File: src/vgsg_pkg.sv
// Shared types, constants, stroke font table and arithmetic helpers of the glyph stroke generator.
package vgsg_pkg;

    localparam int GLYPH_POINTS    = 8;
    localparam int SCALE_FRAC_BITS = 8;

    localparam int ROW_BYTES   = 8;
    localparam int NPTS        = (GLYPH_POINTS < ROW_BYTES) ? GLYPH_POINTS : ROW_BYTES;
    localparam int IDX_W       = $clog2(NPTS + 1);
    localparam int BYTE_IDX_W  = $clog2(ROW_BYTES);
    localparam int SCALE_W     = 12;
    localparam int SY_W        = 13;
    localparam int DX_W        = 4 + SCALE_W;
    localparam int MY_W        = 4 + SY_W;
    localparam int ACC_W       = SCALE_FRAC_BITS + 20;
    localparam int CMD_DEPTH   = 2;
    localparam int CMD_PTR_W   = $clog2(CMD_DEPTH);
    localparam int CMD_CNT_W   = $clog2(CMD_DEPTH + 1);
    localparam int RES_DEPTH   = 4;
    localparam int RES_PTR_W   = $clog2(RES_DEPTH);
    localparam int RES_CNT_W   = $clog2(RES_DEPTH + 1);

    localparam logic [7:0] PEN_LIFT    = 8'hFE;
    localparam logic [7:0] GLYPH_END   = 8'hFF;
    localparam logic [7:0] CODE_FIRST  = 8'h20;
    localparam logic [7:0] CODE_LAST   = 8'h7F;
    localparam logic [7:0] LOWER_A     = 8'h61;
    localparam logic [7:0] LOWER_Z     = 8'h7A;
    localparam logic [7:0] CASE_OFFSET = 8'h20;

    localparam logic [15:0] RECIP5       = 16'd52429;
    localparam int          RECIP5_SHIFT = 18;
    localparam int          MARGIN       = 4;

    localparam logic signed [ACC_W-1:0] SAT_HI   = ACC_W'(32767);
    localparam logic signed [ACC_W-1:0] SAT_LO   = ACC_W'(-32768);
    localparam logic signed [ACC_W-1:0] ADV_MAX  = ACC_W'(65535);
    localparam logic signed [ACC_W-1:0] ADV_INIT = ACC_W'(-(MARGIN * (1 << SCALE_FRAC_BITS)));
    localparam logic signed [ACC_W-1:0] ORG_BIAS = ACC_W'(MARGIN);

    typedef logic [0:ROW_BYTES-1][7:0] t_row;

    typedef enum logic [1:0] {
        OP_NONE,
        OP_LIFT,
        OP_POINT,
        OP_END
    } t_op;

    typedef struct packed {
        logic signed [15:0] origin_x;
        logic signed [15:0] origin_y;
        logic [SCALE_W-1:0] scale;
        logic [SY_W-1:0]    scale_y;
        logic               extents_only;
        logic [31:0]        color;
        t_row               row;
    } t_cmd;

    typedef struct packed {
        logic               seg_valid;
        logic signed [15:0] start_x;
        logic signed [15:0] start_y;
        logic signed [15:0] end_x;
        logic signed [15:0] end_y;
        logic [31:0]        seg_color;
        logic [15:0]        advance;
        logic               last;
    } t_res;

    localparam t_row EMPTY_ROW = '1;

    function automatic t_row glyph_row(input logic [6:0] idx);
        t_row r;
        unique case (idx)
            7'd1:  r = 64'h40_32_52_40_FE_44_4C_FF;
            7'd2:  r = 64'h2A_26_FE_6A_66_FF_FF_FF;
            7'd3:  r = 64'h04_84_62_6A_88_08_2A_22;
            7'd4:  r = 64'h62_26_6A_FE_4C_40_FF_FF;
            7'd5:  r = 64'h00_8C_FE_2A_28_FE_64_62;
            7'd6:  r = 64'h80_4C_88_04_40_84_FF_FF;
            7'd7:  r = 64'h26_6A_FF_FF_FF_FF_FF_FF;
            7'd8:  r = 64'h60_24_28_6C_FF_FF_FF_FF;
            7'd9:  r = 64'h20_64_68_2C_FF_FF_FF_FF;
            7'd10: r = 64'h00_4C_80_08_88_00_FF_FF;
            7'd11: r = 64'h16_76_FE_49_43_FF_FF_FF;
            7'd12: r = 64'h20_42_FF_FF_FF_FF_FF_FF;
            7'd13: r = 64'h26_66_FF_FF_FF_FF_FF_FF;
            7'd14: r = 64'h30_40_FF_FF_FF_FF_FF_FF;
            7'd15: r = 64'h00_8C_FF_FF_FF_FF_FF_FF;
            7'd16: r = 64'h00_80_8C_0C_00_8C_FF_FF;
            7'd17: r = 64'h40_4C_3A_FF_FF_FF_FF_FF;
            7'd18: r = 64'h0C_8C_87_05_00_80_FF_FF;
            7'd19: r = 64'h0C_8C_80_00_FE_06_86_FF;
            7'd20: r = 64'h0C_06_86_FE_8C_80_FF_FF;
            7'd21: r = 64'h00_80_86_07_0C_8C_FF_FF;
            7'd22: r = 64'h0C_00_80_85_07_FF_FF_FF;
            7'd23: r = 64'h0C_8C_86_40_FF_FF_FF_FF;
            7'd24: r = 64'h00_80_8C_0C_00_FE_06_86;
            7'd25: r = 64'h80_8C_0C_07_85_FF_FF_FF;
            7'd26: r = 64'h49_47_FE_45_43_FF_FF_FF;
            7'd27: r = 64'h49_47_FE_45_12_FF_FF_FF;
            7'd28: r = 64'h60_26_6C_FF_FF_FF_FF_FF;
            7'd29: r = 64'h14_74_FE_18_78_FF_FF_FF;
            7'd30: r = 64'h20_66_2C_FF_FF_FF_FF_FF;
            7'd31: r = 64'h08_4C_88_44_FE_41_40_FF;
            7'd32: r = 64'h84_40_04_08_4C_88_44_36;
            7'd33: r = 64'h00_08_4C_88_80_FE_04_84;
            7'd34: r = 64'h00_0C_4C_8A_46_82_40_00;
            7'd35: r = 64'h80_00_0C_8C_FF_FF_FF_FF;
            7'd36: r = 64'h00_0C_4C_88_84_40_00_FF;
            7'd37: r = 64'h80_00_0C_8C_FE_06_66_FF;
            7'd38: r = 64'h00_0C_8C_FE_06_66_FF_FF;
            7'd39: r = 64'h66_84_80_00_0C_8C_FF_FF;
            7'd40: r = 64'h00_0C_FE_06_86_FE_8C_80;
            7'd41: r = 64'h00_80_FE_40_4C_FE_0C_8C;
            7'd42: r = 64'h04_40_80_8C_FF_FF_FF_FF;
            7'd43: r = 64'h00_0C_FE_8C_06_60_FF_FF;
            7'd44: r = 64'h80_00_0C_FF_FF_FF_FF_FF;
            7'd45: r = 64'h00_0C_48_8C_80_FF_FF_FF;
            7'd46: r = 64'h00_0C_80_8C_FF_FF_FF_FF;
            7'd47: r = 64'h00_0C_8C_80_00_FF_FF_FF;
            7'd48: r = 64'h00_0C_8C_86_05_FF_FF_FF;
            7'd49: r = 64'h00_0C_8C_84_00_FE_44_80;
            7'd50: r = 64'h00_0C_8C_86_05_FE_45_80;
            7'd51: r = 64'h02_20_80_85_07_0C_6C_8A;
            7'd52: r = 64'h0C_8C_FE_4C_40_FF_FF_FF;
            7'd53: r = 64'h0C_02_40_82_8C_FF_FF_FF;
            7'd54: r = 64'h0C_40_8C_FF_FF_FF_FF_FF;
            7'd55: r = 64'h0C_20_44_60_8C_FF_FF_FF;
            7'd56: r = 64'h00_8C_FE_0C_80_FF_FF_FF;
            7'd57: r = 64'h0C_46_8C_FE_46_40_FF_FF;
            7'd58: r = 64'h0C_8C_00_80_FE_26_66_FF;
            7'd59: r = 64'h60_20_2C_6C_FF_FF_FF_FF;
            7'd60: r = 64'h0C_80_FF_FF_FF_FF_FF_FF;
            7'd61: r = 64'h20_60_6C_2C_FF_FF_FF_FF;
            7'd62: r = 64'h26_4C_66_FF_FF_FF_FF_FF;
            7'd63: r = 64'h00_80_FF_FF_FF_FF_FF_FF;
            7'd64: r = 64'h2A_66_FF_FF_FF_FF_FF_FF;
            7'd91: r = 64'h60_42_4A_6C_FE_26_46_FF;
            7'd92: r = 64'h40_45_FE_46_4C_FF_FF_FF;
            7'd93: r = 64'h40_62_6A_4C_FE_66_86_FF;
            7'd94: r = 64'h04_28_64_88_FF_FF_FF_FF;
            default: r = EMPTY_ROW;
        endcase
        return r;
    endfunction

    // Divide by the scale unit, rounding toward zero.
    function automatic logic signed [ACC_W-1:0] trunc_shift(input logic signed [ACC_W-1:0] v);
        logic signed [ACC_W-1:0] q;
        q = v >>> SCALE_FRAC_BITS;
        if (v[ACC_W-1] && (v[SCALE_FRAC_BITS-1:0] != '0)) begin
            q = q + ACC_W'(1);
        end
        return q;
    endfunction

    function automatic logic signed [15:0] sat16(input logic signed [ACC_W-1:0] v);
        logic signed [15:0] r;
        if (v > SAT_HI) begin
            r = 16'sh7FFF;
        end else if (v < SAT_LO) begin
            r = 16'sh8000;
        end else begin
            r = v[15:0];
        end
        return r;
    endfunction

endpackage

File: src/vgsg_cmd_fifo.sv
// Short command queue between the front end and the stroke walker.
module vgsg_cmd_fifo import vgsg_pkg::*; (
    input  logic i_clk,
    input  logic i_rst_n,
    input  logic i_push,
    input  t_cmd i_cmd,
    output logic o_full,
    input  logic i_pop,
    output t_cmd o_cmd,
    output logic o_empty
);

    t_cmd                 r_mem [CMD_DEPTH];
    logic [CMD_PTR_W-1:0] r_wr;
    logic [CMD_PTR_W-1:0] r_rd;
    logic [CMD_CNT_W-1:0] r_count;
    logic [CMD_PTR_W-1:0] n_wr;
    logic [CMD_PTR_W-1:0] n_rd;
    logic [CMD_CNT_W-1:0] n_count;
    logic                 do_push;
    logic                 do_pop;

    assign o_full  = (r_count == CMD_CNT_W'(CMD_DEPTH));
    assign o_empty = (r_count == '0);
    assign o_cmd   = r_mem[r_rd];
    assign do_push = i_push && !o_full;
    assign do_pop  = i_pop && !o_empty;

    always_comb begin
        n_wr    = r_wr;
        n_rd    = r_rd;
        n_count = r_count;
        if (do_push) begin
            n_wr = (r_wr == CMD_PTR_W'(CMD_DEPTH - 1)) ? '0 : r_wr + CMD_PTR_W'(1);
        end
        if (do_pop) begin
            n_rd = (r_rd == CMD_PTR_W'(CMD_DEPTH - 1)) ? '0 : r_rd + CMD_PTR_W'(1);
        end
        if (do_push && !do_pop) begin
            n_count = r_count + CMD_CNT_W'(1);
        end else if (do_pop && !do_push) begin
            n_count = r_count - CMD_CNT_W'(1);
        end
    end

    always_ff @(posedge i_clk) begin
        if (!i_rst_n) begin
            r_wr    <= '0;
            r_rd    <= '0;
            r_count <= '0;
        end else begin
            r_wr    <= n_wr;
            r_rd    <= n_rd;
            r_count <= n_count;
        end
    end

    always_ff @(posedge i_clk) begin
        if (do_push) begin
            r_mem[r_wr] <= i_cmd;
        end
    end

endmodule

File: config.mk
export PLATFORM = sky130hd
export DESIGN_NAME = vgsg_cmd_fifo
export DESIGN_NICKNAME = d
export VERILOG_FILES = /design/src/vgsg_pkg.sv /design/src/vgsg_cmd_fifo.sv
export SDC_FILE = /design/constraint.sdc
export NUM_CORES = 1
export LEC_CHECK = 0
export ABC_AREA = 1
export BUFFER_PORTS_ARGS = -buffer_cell sky130_fd_sc_hd__buf_4
export CAP_MARGIN = 40
export CORE_ASPECT_RATIO = 0.75
export CORE_MARGIN = 2
export CORE_UTILIZATION = 40
export DETAILED_ROUTE_END_ITERATION = 16
export SLEW_MARGIN = 15
export SYNTH_ARGS = -nofsm -noshare
export SYNTH_HDL_FRONTEND = slang
export SYNTH_SLANG_ARGS = --single-unit
File: constraint.sdc
create_clock -name i_clk -period 10 [get_ports i_clk]
set_input_delay 0 -clock i_clk [delete_from_list [all_inputs] [get_ports i_clk]]
set_output_delay 0 -clock i_clk [all_outputs]
set_load 0.01 [all_outputs]
==> run summary <==
Antenna diodes: 0
H-tree Lvls: 2
via/cell ratio: 4.60
worst skew pair latency: 0.50 ns
antenna viol nets, final: 0
crit-path max FO: 46
fmax: 363 MHz
CP max-delay cell: dfxtp_4
mapped cell area: 11,600 µm²
Nets: 1,175
RSZ-0062 raised after global routing: no
post-layout util: 0.607
pwr dens: 233 nW/µm²
crit-path max cell delay: 0.84 ns
Seq/Total Area, Yosys: 0.807
register share of total power: 0.432
NetSw: 1.02 mW
clock period minus worst slack: 2.75 ns
cell taking the most area after synthesis: edfxtp_1
GR Util All Layers: 0.169
synthesized area per cell: 22.4 µm²
Slew Viols, Final: 0
Yosys top cell area share: 0.798
WP buf/inv: 2
Post-Synthesis Cells: 517
Maximum Capacitance Violations: 0
Root Buffer: clkbuf_16
largest net degree at the start of global routing: 66
setup TNS: 0 ns
Layout area overhead: 48.1%
gr ovfl total: 0
critical path data arrival time: 2.75 ns
Core ar.: 28,200 µm²
Num CTS Buffers: 34
Period Utilization, post-route: 0.275
Yosys warning count: 0
Worst path top cell family by delay: buffers and inverters
Post-DP Area: 14,400 µm²
normalized max-slew margin: 0.434
Synth Area in XOR/XNOR: 0
outcome: completed
Comb pwr share: 0.256
initial antenna violation count: 0
final WL: 26,300 µm
met3 usage: 0.0568
final worst slack: 7.25 ns
CTS tree: built
Finished Cell Area: 17,200 µm²
most used cell, CP: buf_4
Synth Area in Adders: 0.00108
Compound-Gate Fraction of Synth Area: 0.00173
worst vdd ir: 0.153 mV
M2 GR Usage: 0.273
drt first pass iters: 6
worst setup path class: reg2out
post-DP HPWL: 16,800 µm
Post-route DRC: 0
startpoint class of the critical path: flop
Starting DRT DRC Count: 316
Clock Sinks: 313
number of port buffers: 313
Yosys cell types: 14
first-pass GRT wire length: 39,400 µm
internal power: 2.98 mW
GRT Max-Usage Layer: met2
simple-gate share of the synthesized area: 0.00648
endpoints failing setup: 0
clock slew at reported path FFs: 0.06 ns
sw frac: 0.254
row cnt: 53
die height: 151 µm
vias in the first global route: 7,092
IO Pins: 314
routed len/inst: 18.5 µm
share of cells above drive strength 1: 0.504
crit path cell chain: buf_4, mux2_2, buf_4
die area: 30,400 µm²
CTS Buffer Depth: 3
DR vias: 6,549
Yosys reg bits: 313
Pleak: 6.56 nW
main area contributors after synthesis: edfxtp_1 (80%), mux2_2 (9.1%), mux2_4 (7.8%), dfxtp_1 (0.86%), buf_6 (0.78%)
Critical Path RT: 10.00 ns
Syn Nets: 676
clock power share: 0.312
largest family of logic cells by synthesized area: multiplexers
Routability Congestion: 0.759
M1 GR Usage: 0.217
Worst Max-Slew Pin Slew: 0.840 ns
mux cell area share after synthesis: 0.169
Post-CTS Setup Inserts: 0
Initial Util: 0.410
Fin. Hold Viols: 0
total power draw: 4.00 mW
Worst Clk Skew: 0.00663 ns
critical path capture point type: output port
fillers: 2,074
Die Span X: 201 µm
Hold WC Path Type: in2reg
dpl ws: 7.51 ns
==> tightest hold or removal path: stages <==
cell and delay [ns]:
buf_4 0.11, o21ai_0 0.31, o21ai_0 0.13, nor2_1 0.09
==> metrics by stage <==
step	hold slack, ns	cells
after floorplan	0.0989	517
after global placement	0.186	1204
after detailed placement	0.187	1207
after CTS	0.157	1422
after global routing	0.202	1424
final	0.174	1424
==> flip-flops by register name (all words and copies together), names as in the netlist, named ones only <==
register  cells
r_count       2
r_wr          1
r_rd          1
r_mem       308
==> power by group through the flow <==
stage	Sequential (mW)	Clock (mW)	Combinational (mW)
floorplan	1.76	0	0.540
global placement	1.75	0	0.932
detailed placement	1.76	0	0.963
CTS	1.73	1.28	1.02
global route	1.74	1.33	1.09
finish	1.73	1.25	1.02
==> metal layers <==
metal / vias to the layer above / routed length [µm]
li1: 3036 / -
met1: 3231 / 11300
met2: 237 / 12400
met3: 45 / 2040
met4: 0 / 587
met5: - / 0
==> synth_stat cells <==
library cell,number
a21oi_1,1
buf_2,9
buf_6,8
dfxtp_1,5
edfxtp_1,308
ha_1,1
inv_1,9
mux2_2,94
mux2_4,60
nand2_1,6
nand3_1,1
nand4_1,1
nor2_1,11
o21ai_0,3
==> worst paths after layout <==
kind	start	to	slack, ns	cells past startpoint
setup / recovery	flop	o_cmd[67]	7.25	3
hold / removal	i_push	r_wr	0.17	4
setup reg to reg	r_count[1]	r_mem[1][129]	7.50	5
hold reg to reg	r_rd	flop	0.51	2
==> area by class of cell <==
type,count,area [µm²],share of cell area
multi-input combinational,178,2080,0.121
sequential,313,9350,0.545
clock inverter,15,166,0.00970
timing repair buffer,480,4090,0.238
clock buffer,44,952,0.0555
tap,385,482,0.0281
inverter,9,33.8,0.00197
==> repair_timing <==
| item | in CTS | in global routing |
|---|---|---|
| hold buffers | 156 | 0 |
| endpoints found under the hold margin | 313 | 0 |
| gates resized for setup | 0 | 0 |
| setup endpoints to repair | 0 | 0 |
==> logic make-up after synthesis <==
kind of cell,Yosys count
flops,313
mux,154
buf+inv,26
simple gates,19
compound gates,4
fa+ha+maj,1
==> layout by cell type (no fill, tap or decap) <==
cell type	n
buf_4	319
bufinv_16	4
clkbuf_1	7
clkbuf_16	37
buf_16	4
clkinv_2	1
clkinv_1	9
ha_1	1
nand2_1	6
nor2_4	2
clkinvlp_4	1
inv_1	9
dfxtp_1	4
mux2_2	94
mux2_4	60
dfxtp_4	1
o21ai_0	3
nand4_1	1
dlygate4sd3_1	156
nand3_1	1
buf_12	1
edfxtp_1	308
nor2_1	9
a21oi_1	1
Note: power is estimated with default switching activity, not from simulation.
