[src/vgsg_pkg.sv]
// Shared types, constants, stroke font table and arithmetic helpers of the glyph stroke generator.
package vgsg_pkg;

    localparam int GLYPH_POINTS    = 8;
    localparam int SCALE_FRAC_BITS = 8;

    localparam int ROW_BYTES   = 8;
    localparam int NPTS        = (GLYPH_POINTS < ROW_BYTES) ? GLYPH_POINTS : ROW_BYTES;
    localparam int IDX_W       = $clog2(NPTS + 1);
    localparam int BYTE_IDX_W  = $clog2(ROW_BYTES);
    localparam int SCALE_W     = 12;
    localparam int SY_W        = 13;
    localparam int DX_W        = 4 + SCALE_W;
    localparam int MY_W        = 4 + SY_W;
    localparam int ACC_W       = SCALE_FRAC_BITS + 20;
    localparam int CMD_DEPTH   = 2;
    localparam int CMD_PTR_W   = $clog2(CMD_DEPTH);
    localparam int CMD_CNT_W   = $clog2(CMD_DEPTH + 1);
    localparam int RES_DEPTH   = 4;
    localparam int RES_PTR_W   = $clog2(RES_DEPTH);
    localparam int RES_CNT_W   = $clog2(RES_DEPTH + 1);

    localparam logic [7:0] PEN_LIFT    = 8'hFE;
    localparam logic [7:0] GLYPH_END   = 8'hFF;
    localparam logic [7:0] CODE_FIRST  = 8'h20;
    localparam logic [7:0] CODE_LAST   = 8'h7F;
    localparam logic [7:0] LOWER_A     = 8'h61;
    localparam logic [7:0] LOWER_Z     = 8'h7A;
    localparam logic [7:0] CASE_OFFSET = 8'h20;

    localparam logic [15:0] RECIP5       = 16'd52429;
    localparam int          RECIP5_SHIFT = 18;
    localparam int          MARGIN       = 4;

    localparam logic signed [ACC_W-1:0] SAT_HI   = ACC_W'(32767);
    localparam logic signed [ACC_W-1:0] SAT_LO   = ACC_W'(-32768);
    localparam logic signed [ACC_W-1:0] ADV_MAX  = ACC_W'(65535);
    localparam logic signed [ACC_W-1:0] ADV_INIT = ACC_W'(-(MARGIN * (1 << SCALE_FRAC_BITS)));
    localparam logic signed [ACC_W-1:0] ORG_BIAS = ACC_W'(MARGIN);

    typedef logic [0:ROW_BYTES-1][7:0] t_row;

    typedef enum logic [1:0] {
        OP_NONE,
        OP_LIFT,
        OP_POINT,
        OP_END
    } t_op;

    typedef struct packed {
        logic signed [15:0] origin_x;
        logic signed [15:0] origin_y;
        logic [SCALE_W-1:0] scale;
        logic [SY_W-1:0]    scale_y;
        logic               extents_only;
        logic [31:0]        color;
        t_row               row;
    } t_cmd;

    typedef struct packed {
        logic               seg_valid;
        logic signed [15:0] start_x;
        logic signed [15:0] start_y;
        logic signed [15:0] end_x;
        logic signed [15:0] end_y;
        logic [31:0]        seg_color;
        logic [15:0]        advance;
        logic               last;
    } t_res;

    localparam t_row EMPTY_ROW = '1;

    function automatic t_row glyph_row(input logic [6:0] idx);
        t_row r;
        unique case (idx)
            7'd1:  r = 64'h40_32_52_40_FE_44_4C_FF;
            7'd2:  r = 64'h2A_26_FE_6A_66_FF_FF_FF;
            7'd3:  r = 64'h04_84_62_6A_88_08_2A_22;
            7'd4:  r = 64'h62_26_6A_FE_4C_40_FF_FF;
            7'd5:  r = 64'h00_8C_FE_2A_28_FE_64_62;
            7'd6:  r = 64'h80_4C_88_04_40_84_FF_FF;
            7'd7:  r = 64'h26_6A_FF_FF_FF_FF_FF_FF;
            7'd8:  r = 64'h60_24_28_6C_FF_FF_FF_FF;
            7'd9:  r = 64'h20_64_68_2C_FF_FF_FF_FF;
            7'd10: r = 64'h00_4C_80_08_88_00_FF_FF;
            7'd11: r = 64'h16_76_FE_49_43_FF_FF_FF;
            7'd12: r = 64'h20_42_FF_FF_FF_FF_FF_FF;
            7'd13: r = 64'h26_66_FF_FF_FF_FF_FF_FF;
            7'd14: r = 64'h30_40_FF_FF_FF_FF_FF_FF;
            7'd15: r = 64'h00_8C_FF_FF_FF_FF_FF_FF;
            7'd16: r = 64'h00_80_8C_0C_00_8C_FF_FF;
            7'd17: r = 64'h40_4C_3A_FF_FF_FF_FF_FF;
            7'd18: r = 64'h0C_8C_87_05_00_80_FF_FF;
            7'd19: r = 64'h0C_8C_80_00_FE_06_86_FF;
            7'd20: r = 64'h0C_06_86_FE_8C_80_FF_FF;
            7'd21: r = 64'h00_80_86_07_0C_8C_FF_FF;
            7'd22: r = 64'h0C_00_80_85_07_FF_FF_FF;
            7'd23: r = 64'h0C_8C_86_40_FF_FF_FF_FF;
            7'd24: r = 64'h00_80_8C_0C_00_FE_06_86;
            7'd25: r = 64'h80_8C_0C_07_85_FF_FF_FF;
            7'd26: r = 64'h49_47_FE_45_43_FF_FF_FF;
            7'd27: r = 64'h49_47_FE_45_12_FF_FF_FF;
            7'd28: r = 64'h60_26_6C_FF_FF_FF_FF_FF;
            7'd29: r = 64'h14_74_FE_18_78_FF_FF_FF;
            7'd30: r = 64'h20_66_2C_FF_FF_FF_FF_FF;
            7'd31: r = 64'h08_4C_88_44_FE_41_40_FF;
            7'd32: r = 64'h84_40_04_08_4C_88_44_36;
            7'd33: r = 64'h00_08_4C_88_80_FE_04_84;
            7'd34: r = 64'h00_0C_4C_8A_46_82_40_00;
            7'd35: r = 64'h80_00_0C_8C_FF_FF_FF_FF;
            7'd36: r = 64'h00_0C_4C_88_84_40_00_FF;
            7'd37: r = 64'h80_00_0C_8C_FE_06_66_FF;
            7'd38: r = 64'h00_0C_8C_FE_06_66_FF_FF;
            7'd39: r = 64'h66_84_80_00_0C_8C_FF_FF;
            7'd40: r = 64'h00_0C_FE_06_86_FE_8C_80;
            7'd41: r = 64'h00_80_FE_40_4C_FE_0C_8C;
            7'd42: r = 64'h04_40_80_8C_FF_FF_FF_FF;
            7'd43: r = 64'h00_0C_FE_8C_06_60_FF_FF;
            7'd44: r = 64'h80_00_0C_FF_FF_FF_FF_FF;
            7'd45: r = 64'h00_0C_48_8C_80_FF_FF_FF;
            7'd46: r = 64'h00_0C_80_8C_FF_FF_FF_FF;
            7'd47: r = 64'h00_0C_8C_80_00_FF_FF_FF;
            7'd48: r = 64'h00_0C_8C_86_05_FF_FF_FF;
            7'd49: r = 64'h00_0C_8C_84_00_FE_44_80;
            7'd50: r = 64'h00_0C_8C_86_05_FE_45_80;
            7'd51: r = 64'h02_20_80_85_07_0C_6C_8A;
            7'd52: r = 64'h0C_8C_FE_4C_40_FF_FF_FF;
            7'd53: r = 64'h0C_02_40_82_8C_FF_FF_FF;
            7'd54: r = 64'h0C_40_8C_FF_FF_FF_FF_FF;
            7'd55: r = 64'h0C_20_44_60_8C_FF_FF_FF;
            7'd56: r = 64'h00_8C_FE_0C_80_FF_FF_FF;
            7'd57: r = 64'h0C_46_8C_FE_46_40_FF_FF;
            7'd58: r = 64'h0C_8C_00_80_FE_26_66_FF;
            7'd59: r = 64'h60_20_2C_6C_FF_FF_FF_FF;
            7'd60: r = 64'h0C_80_FF_FF_FF_FF_FF_FF;
            7'd61: r = 64'h20_60_6C_2C_FF_FF_FF_FF;
            7'd62: r = 64'h26_4C_66_FF_FF_FF_FF_FF;
            7'd63: r = 64'h00_80_FF_FF_FF_FF_FF_FF;
            7'd64: r = 64'h2A_66_FF_FF_FF_FF_FF_FF;
            7'd91: r = 64'h60_42_4A_6C_FE_26_46_FF;
            7'd92: r = 64'h40_45_FE_46_4C_FF_FF_FF;
            7'd93: r = 64'h40_62_6A_4C_FE_66_86_FF;
            7'd94: r = 64'h04_28_64_88_FF_FF_FF_FF;
            default: r = EMPTY_ROW;
        endcase
        return r;
    endfunction

    // Divide by the scale unit, rounding toward zero.
    function automatic logic signed [ACC_W-1:0] trunc_shift(input logic signed [ACC_W-1:0] v);
        logic signed [ACC_W-1:0] q;
        q = v >>> SCALE_FRAC_BITS;
        if (v[ACC_W-1] && (v[SCALE_FRAC_BITS-1:0] != '0)) begin
            q = q + ACC_W'(1);
        end
        return q;
    endfunction

    function automatic logic signed [15:0] sat16(input logic signed [ACC_W-1:0] v);
        logic signed [15:0] r;
        if (v > SAT_HI) begin
            r = 16'sh7FFF;
        end else if (v < SAT_LO) begin
            r = 16'sh8000;
        end else begin
            r = v[15:0];
        end
        return r;
    endfunction

endpackage

[src/vgsg_res_fifo.sv]
// Result queue that presents the oldest waiting result to the consumer.
module vgsg_res_fifo import vgsg_pkg::*; (
    input  logic i_clk,
    input  logic i_rst_n,
    input  logic i_push,
    input  t_res i_res,
    output logic o_full,
    input  logic i_pop,
    output t_res o_res,
    output logic o_empty
);

    t_res                 r_mem [RES_DEPTH];
    logic [RES_PTR_W-1:0] r_wr;
    logic [RES_PTR_W-1:0] r_rd;
    logic [RES_CNT_W-1:0] r_count;
    logic [RES_PTR_W-1:0] n_wr;
    logic [RES_PTR_W-1:0] n_rd;
    logic [RES_CNT_W-1:0] n_count;
    logic                 do_push;
    logic                 do_pop;

    assign o_full  = (r_count == RES_CNT_W'(RES_DEPTH));
    assign o_empty = (r_count == '0);
    assign o_res   = r_mem[r_rd];
    assign do_push = i_push && !o_full;
    assign do_pop  = i_pop && !o_empty;

    always_comb begin
        n_wr    = r_wr;
        n_rd    = r_rd;
        n_count = r_count;
        if (do_push) begin
            n_wr = (r_wr == RES_PTR_W'(RES_DEPTH - 1)) ? '0 : r_wr + RES_PTR_W'(1);
        end
        if (do_pop) begin
            n_rd = (r_rd == RES_PTR_W'(RES_DEPTH - 1)) ? '0 : r_rd + RES_PTR_W'(1);
        end
        if (do_push && !do_pop) begin
            n_count = r_count + RES_CNT_W'(1);
        end else if (do_pop && !do_push) begin
            n_count = r_count - RES_CNT_W'(1);
        end
    end

    always_ff @(posedge i_clk) begin
        if (!i_rst_n) begin
            r_wr    <= '0;
            r_rd    <= '0;
            r_count <= '0;
        end else begin
            r_wr    <= n_wr;
            r_rd    <= n_rd;
            r_count <= n_count;
        end
    end

    always_ff @(posedge i_clk) begin
        if (do_push) begin
            r_mem[r_wr] <= i_res;
        end
    end

endmodule

[config.mk]
export PLATFORM = sky130hd
export DESIGN_NAME = vgsg_res_fifo
export DESIGN_NICKNAME = d
export VERILOG_FILES = /design/src/vgsg_pkg.sv /design/src/vgsg_res_fifo.sv
export SDC_FILE = /design/constraint.sdc
export NUM_CORES = 1
export LEC_CHECK = 0
export BUFFER_PORTS_ARGS = -buffer_cell sky130_fd_sc_hd__buf_2
export CAP_MARGIN = 20
export CORE_MARGIN = 2
export CORE_UTILIZATION = 50
export CTS_CLUSTER_SIZE = 16
export DETAILED_ROUTE_END_ITERATION = 7
export GPL_TIMING_DRIVEN = 1
export MAX_ROUTING_LAYER = met4
export PLACE_DENSITY = 0.71
export SLEW_MARGIN = 10
export SYNTH_ARGS = -nofsm -noshare
export SYNTH_HDL_FRONTEND = slang
export SYNTH_SLANG_ARGS = --single-unit
[constraint.sdc]
create_clock -name i_clk -period 9.95 [get_ports i_clk]
set_input_delay 1.99 -clock i_clk [delete_from_list [all_inputs] [get_ports i_clk]]
set_output_delay 1.99 -clock i_clk [all_outputs]
set_load 0.03 [all_outputs]
==> metrics.txt <==
# TYPE chip_impl_metric gauge
chip_impl_info{name="result_of_the_run",value="completed"} 1
chip_impl_metric{name="die-area",unit="um2"} 35400
chip_impl_metric{name="worst_r2r_path_depth",unit=""} 5
chip_impl_info{name="cp-start-kind",value="flop"} 1
chip_impl_metric{name="postPlaceCellArea",unit="um2"} 18500
chip_impl_metric{name="grt_antenna_before_repair",unit=""} 7
chip_impl_info{name="hold_path_class",value="reg2reg"} 1
chip_impl_metric{name="mappedNetlistNets",unit=""} 772
chip_impl_metric{name="finalWorstPathRequiredPeriod",unit="ns"} 4.93
chip_impl_metric{name="total_switching_power",unit="W"} 0.00164
chip_impl_metric{name="place_hpwl",unit="mm"} 17.7
chip_impl_metric{name="synthArstFlopShare",unit=""} 0
chip_impl_metric{name="count_of_flip_flops_with_a_built_in_enable_after_synthesis",unit=""} 456
chip_impl_metric{name="flow.area_growth_from_synthesis",unit="%"} 18.3
chip_impl_info{name="cp-end-kind",value="primary output"} 1
chip_impl_info{name="critical_path.cell_chain",value="buf_4 -> mux4_2 -> buf_2"} 1
chip_impl_metric{name="layout.filler_cells",unit=""} 2323
chip_impl_metric{name="setup-tns-final",unit="ns"} 0
chip_impl_metric{name="fraction_of_power_consumed_by_the_clock_network",unit=""} 0.305
chip_impl_metric{name="p_sw_frac",unit=""} 0.295
chip_impl_metric{name="grt_start_max_net_pins",unit=""} 70
chip_impl_metric{name="synthesized_cell_area",unit="um2"} 16900
chip_impl_metric{name="final_hold_viol_count",unit=""} 0
chip_impl_info{name="synth_largest_area_cell",value="sky130_fd_sc_hd__edfxtp_1"} 1
chip_impl_metric{name="starting_density_of_the_core",unit=""} 0.506
chip_impl_metric{name="route.detailed.drc",unit=""} 0
chip_impl_metric{name="netlist_instances",unit=""} 647
chip_impl_metric{name="ys_seq_area_frac",unit=""} 0.819
chip_impl_metric{name="worst_slew_margin_rel",unit=""} 0.304
chip_impl_metric{name="pwr-share-comb",unit=""} 0.249
chip_impl_metric{name="postSynthAreaPerCell",unit="um2"} 26.2
chip_impl_info{name="crit-reg2reg-launch",value="r_count[0]"} 1
chip_impl_metric{name="layout-drive-gt1-share",unit=""} 0.450
chip_impl_metric{name="reg2reg_slack",unit="ns"} 6.73
chip_impl_metric{name="die_width",unit="um"} 188
chip_impl_info{name="timing.hold.worst_endpoint",value="r_wr[1]"} 1
chip_impl_metric{name="cts_repair_resize_count",unit=""} 0
chip_impl_metric{name="boundary_pins",unit=""} 234
chip_impl_metric{name="first_global_vias",unit=""} 8068
chip_impl_metric{name="vdd_ir_drop_max",unit="mV"} 0.179
chip_impl_metric{name="final_power",unit="W"} 0.00555
chip_impl_metric{name="port_buffers",unit=""} 233
chip_impl_metric{name="min_period_over_period",unit=""} 0.495
chip_impl_metric{name="clock_sink_count",unit=""} 465
chip_impl_info{name="leading_cell_types_by_total_area_after_synthesis",value="sky130_fd_sc_hd__edfxtp_1 (81%), sky130_fd_sc_hd__mux4_2 (15%), sky130_fd_sc_hd__dfxtp_1 (1.1%)"} 1
chip_impl_metric{name="drt_pre_antenna_iters",unit=""} 5
chip_impl_info{name="crit_type",value="reg2out"} 1
chip_impl_metric{name="wl",unit="mm"} 30.6
chip_impl_metric{name="wire_per_inst",unit="um"} 21.9
chip_impl_metric{name="worstPathArrival",unit="ns"} 2.94
chip_impl_metric{name="seq_power_share",unit=""} 0.446
chip_impl_metric{name="min_delay_path_depth",unit=""} 2
chip_impl_metric{name="drtIter0Drc",unit=""} 570
chip_impl_info{name="clock_tree.root_cell",value="sky130_fd_sc_hd__clkbuf_16"} 1
chip_impl_metric{name="post_synth_num_cell_types",unit=""} 24
chip_impl_metric{name="setup_viol_count_final",unit=""} 0
chip_impl_metric{name="detail-route-antenna-nets",unit=""} 0
chip_impl_metric{name="global_route.overflow_total",unit=""} 0
chip_impl_metric{name="critical_path_required",unit="ns"} 7.96
chip_impl_metric{name="ys_ff_latch",unit=""} 465
chip_impl_metric{name="synth_warnings",unit=""} 0
chip_impl_metric{name="detail_route.vias_per_cell",unit=""} 5.35
chip_impl_metric{name="floorplan.core_area",unit="um2"} 33400
chip_impl_metric{name="die-height",unit="um"} 188
chip_impl_metric{name="post-cts-setup-buffers",unit=""} 0
chip_impl_info{name="ys_dominant_reg_cell",value="sky130_fd_sc_hd__edfxtp_1"} 1
chip_impl_info{name="worst_r2r_endpoint",value="r_mem[2][90]"} 1
chip_impl_info{name="unrepaired_setup_endpoints_after_global_routing",value="no"} 1
chip_impl_metric{name="final_design_area_no_fill",unit="um2"} 20000
chip_impl_metric{name="static-leakage-power",unit="nW"} 6.68
chip_impl_metric{name="cts.reportedPaths.clkPinSlew",unit="ns"} 0.06
chip_impl_metric{name="yosys.area.top_type_share",unit=""} 0.809
chip_impl_info{name="tritoncts_clock_tree",value="yes"} 1
chip_impl_metric{name="finalMaxSlewViolations",unit=""} 0
chip_impl_metric{name="seqCellArea",unit="um2"} 13900
chip_impl_metric{name="cap_violations",unit=""} 0
chip_impl_info{name="yosysMostFrequentCell",value="sky130_fd_sc_hd__edfxtp_1"} 1
chip_impl_metric{name="critPathMaxStageDelay",unit="ns"} 0.93
chip_impl_metric{name="finalWeightedCongestion",unit=""} 0.703
chip_impl_metric{name="fin_nets",unit=""} 1033
chip_impl_info{name="synth_common_cells",value="sky130_fd_sc_hd__edfxtp_1 (456), sky130_fd_sc_hd__mux4_2 (114), sky130_fd_sc_hd__buf_2 (13), sky130_fd_sc_hd__dfxtp_1 (9)"} 1
chip_impl_metric{name="numCtsBuffers",unit=""} 46
chip_impl_metric{name="ctsHoldBuffers",unit=""} 0
chip_impl_metric{name="max_clock_skew",unit="ns"} 0.0111
chip_impl_metric{name="grt_first_pass_wirelength",unit="mm"} 47.1
chip_impl_metric{name="worst_skew_pair.late_latency",unit="ns"} 0.54
chip_impl_metric{name="rows",unit=""} 67
chip_impl_info{name="hold_path_startpoint",value="r_wr[1]"} 1
chip_impl_metric{name="multi_input_comb_area",unit="um2"} 2850
chip_impl_metric{name="critical_path_peak_fanout",unit=""} 59
chip_impl_info{name="timing.critical_path.slowest_stage_cell",value="sky130_fd_sc_hd__dfxtp_4"} 1
chip_impl_metric{name="cellInternalPower",unit="W"} 0.00391
chip_impl_metric{name="clock_path_buffers",unit=""} 3
chip_impl_metric{name="gr-usage-all-layers",unit=""} 0.182
chip_impl_metric{name="htree_num_levels",unit=""} 2
chip_impl_metric{name="routed-via-count",unit=""} 7466
chip_impl_metric{name="worstMarginPinSlew",unit="ns"} 1.04
chip_impl_metric{name="fmax",unit="GHz"} 0.203
chip_impl_metric{name="post-route-util",unit=""} 0.599
chip_impl_metric{name="cellPowerDensity",unit="nW/um2"} 277
## worst max path at each step
stage	to	slack [ns]
floorplan	r_mem[0][0]	4.46
global placement	r_mem[2][73]	5.08
detailed placement	r_mem[2][76]	5.07
CTS	o_res[82]	4.89
global route	o_res[26]	4.77
finish	o_res[82]	5.02
## registers in the layout (all words and copies together) (netlist names), named ones only
| name | count |
|---|---|
| r_count | 3 |
| r_mem | 456 |
| r_rd | 2 |
| r_wr | 2 |
## power groups by stage
| stage | Clock, W | Sequential [W] | Combinational [W] |
|---|---|---|---|
| 2_1_floorplan | 0 | 0.00248 | 0.00109 |
| 3_3_place_gp | 0 | 0.00251 | 0.00141 |
| 3_5_place_dp | 0 | 0.00252 | 0.00141 |
| 4_1_cts | 0.00174 | 0.00248 | 0.00141 |
| 5_1_grt | 0.00181 | 0.00250 | 0.00147 |
| 6_report | 0.00169 | 0.00247 | 0.00138 |
## kinds of logic after synthesis
| logic type | count (synthesis) | synth area share |
|---|---|---|
| DFF | 465 | 0.819 |
| muxes | 117 | 0.153 |
| buffers and inverters | 31 | 0.0129 |
| and+or+nand+nor | 20 | 0.00606 |
| adders and majority gates | 7 | 0.00562 |
| AOI/OAI and AO/OA | 5 | 0.00177 |
| xor gates and xnor gates | 2 | 0.00103 |
## worst max-delay path, delay by kind of cell, from the launching register on
kind / cells / cell delay (ns)
DFF: 1 / 0.93
muxes: 1 / 0.45
buffers and inverters: 2 / 0.96
## layout make-up
type                    count  share of cell area
repair buffers            241              0.0612
flip-flops and latches    465               0.693
inverters                   3            0.000562
multi-input cells         151               0.142
diodes                      7            0.000874
clock inverters            27              0.0122
clock buffers              53              0.0619
well taps                 448              0.0280
## per-stage QoR
stage | setup slack [ns] | hold WS, ns | cells
5_1_grt | 4.77 | 0.525 | 1395
6_report | 5.02 | 0.500 | 1395
3_3_place_gp | 5.08 | 0.491 | 1308
2_1_floorplan | 4.46 | 0.468 | 647
4_1_cts | 4.89 | 0.504 | 1388
3_5_place_dp | 5.07 | 0.496 | 1308
## layer usage
layer	global-route usage	vias to the layer above	wire length (um)
li1	-	3322	-
met1	0.233	3851	12500
met2	0.290	238	15200
met3	0.0481	55	2280
met4	0.0560	0	627
met5	-	-	0
## layout by cell type, fill, tap and decap left out
| cell | netlist | final |
|---|---|---|
| sky130_fd_sc_hd__a21boi_0 | 1 | 1 |
| sky130_fd_sc_hd__and2_1 | 5 | 1 |
| sky130_fd_sc_hd__and2_4 | 0 | 4 |
| sky130_fd_sc_hd__buf_2 | 13 | 233 |
| sky130_fd_sc_hd__buf_4 | 0 | 8 |
| sky130_fd_sc_hd__bufinv_16 | 0 | 5 |
| sky130_fd_sc_hd__clkbuf_1 | 7 | 4 |
| sky130_fd_sc_hd__clkbuf_16 | 0 | 49 |
| sky130_fd_sc_hd__clkinv_1 | 0 | 14 |
| sky130_fd_sc_hd__clkinv_2 | 0 | 7 |
| sky130_fd_sc_hd__clkinvlp_4 | 0 | 1 |
| sky130_fd_sc_hd__dfxtp_1 | 9 | 7 |
| sky130_fd_sc_hd__dfxtp_4 | 0 | 2 |
| sky130_fd_sc_hd__diode_2 | 0 | 7 |
| sky130_fd_sc_hd__edfxtp_1 | 456 | 456 |
| sky130_fd_sc_hd__fa_1 | 1 | 1 |
| sky130_fd_sc_hd__ha_1 | 6 | 6 |
| sky130_fd_sc_hd__inv_1 | 3 | 3 |
| sky130_fd_sc_hd__mux2i_1 | 3 | 3 |
| sky130_fd_sc_hd__mux4_2 | 114 | 114 |
| sky130_fd_sc_hd__nand2_1 | 6 | 6 |
| sky130_fd_sc_hd__nand3_1 | 2 | 2 |
| sky130_fd_sc_hd__nor2_1 | 2 | 2 |
| sky130_fd_sc_hd__nor2b_1 | 2 | 2 |
| sky130_fd_sc_hd__nor3_1 | 1 | 1 |
| sky130_fd_sc_hd__nor3b_1 | 1 | 1 |
| sky130_fd_sc_hd__o21ai_0 | 3 | 3 |
| sky130_fd_sc_hd__o31ai_1 | 1 | 1 |
| sky130_fd_sc_hd__or3_1 | 1 | 1 |
| sky130_fd_sc_hd__xnor2_1 | 1 | 1 |
| sky130_fd_sc_hd__xor2_1 | 1 | 1 |
(Power assumes the default switching activity.)
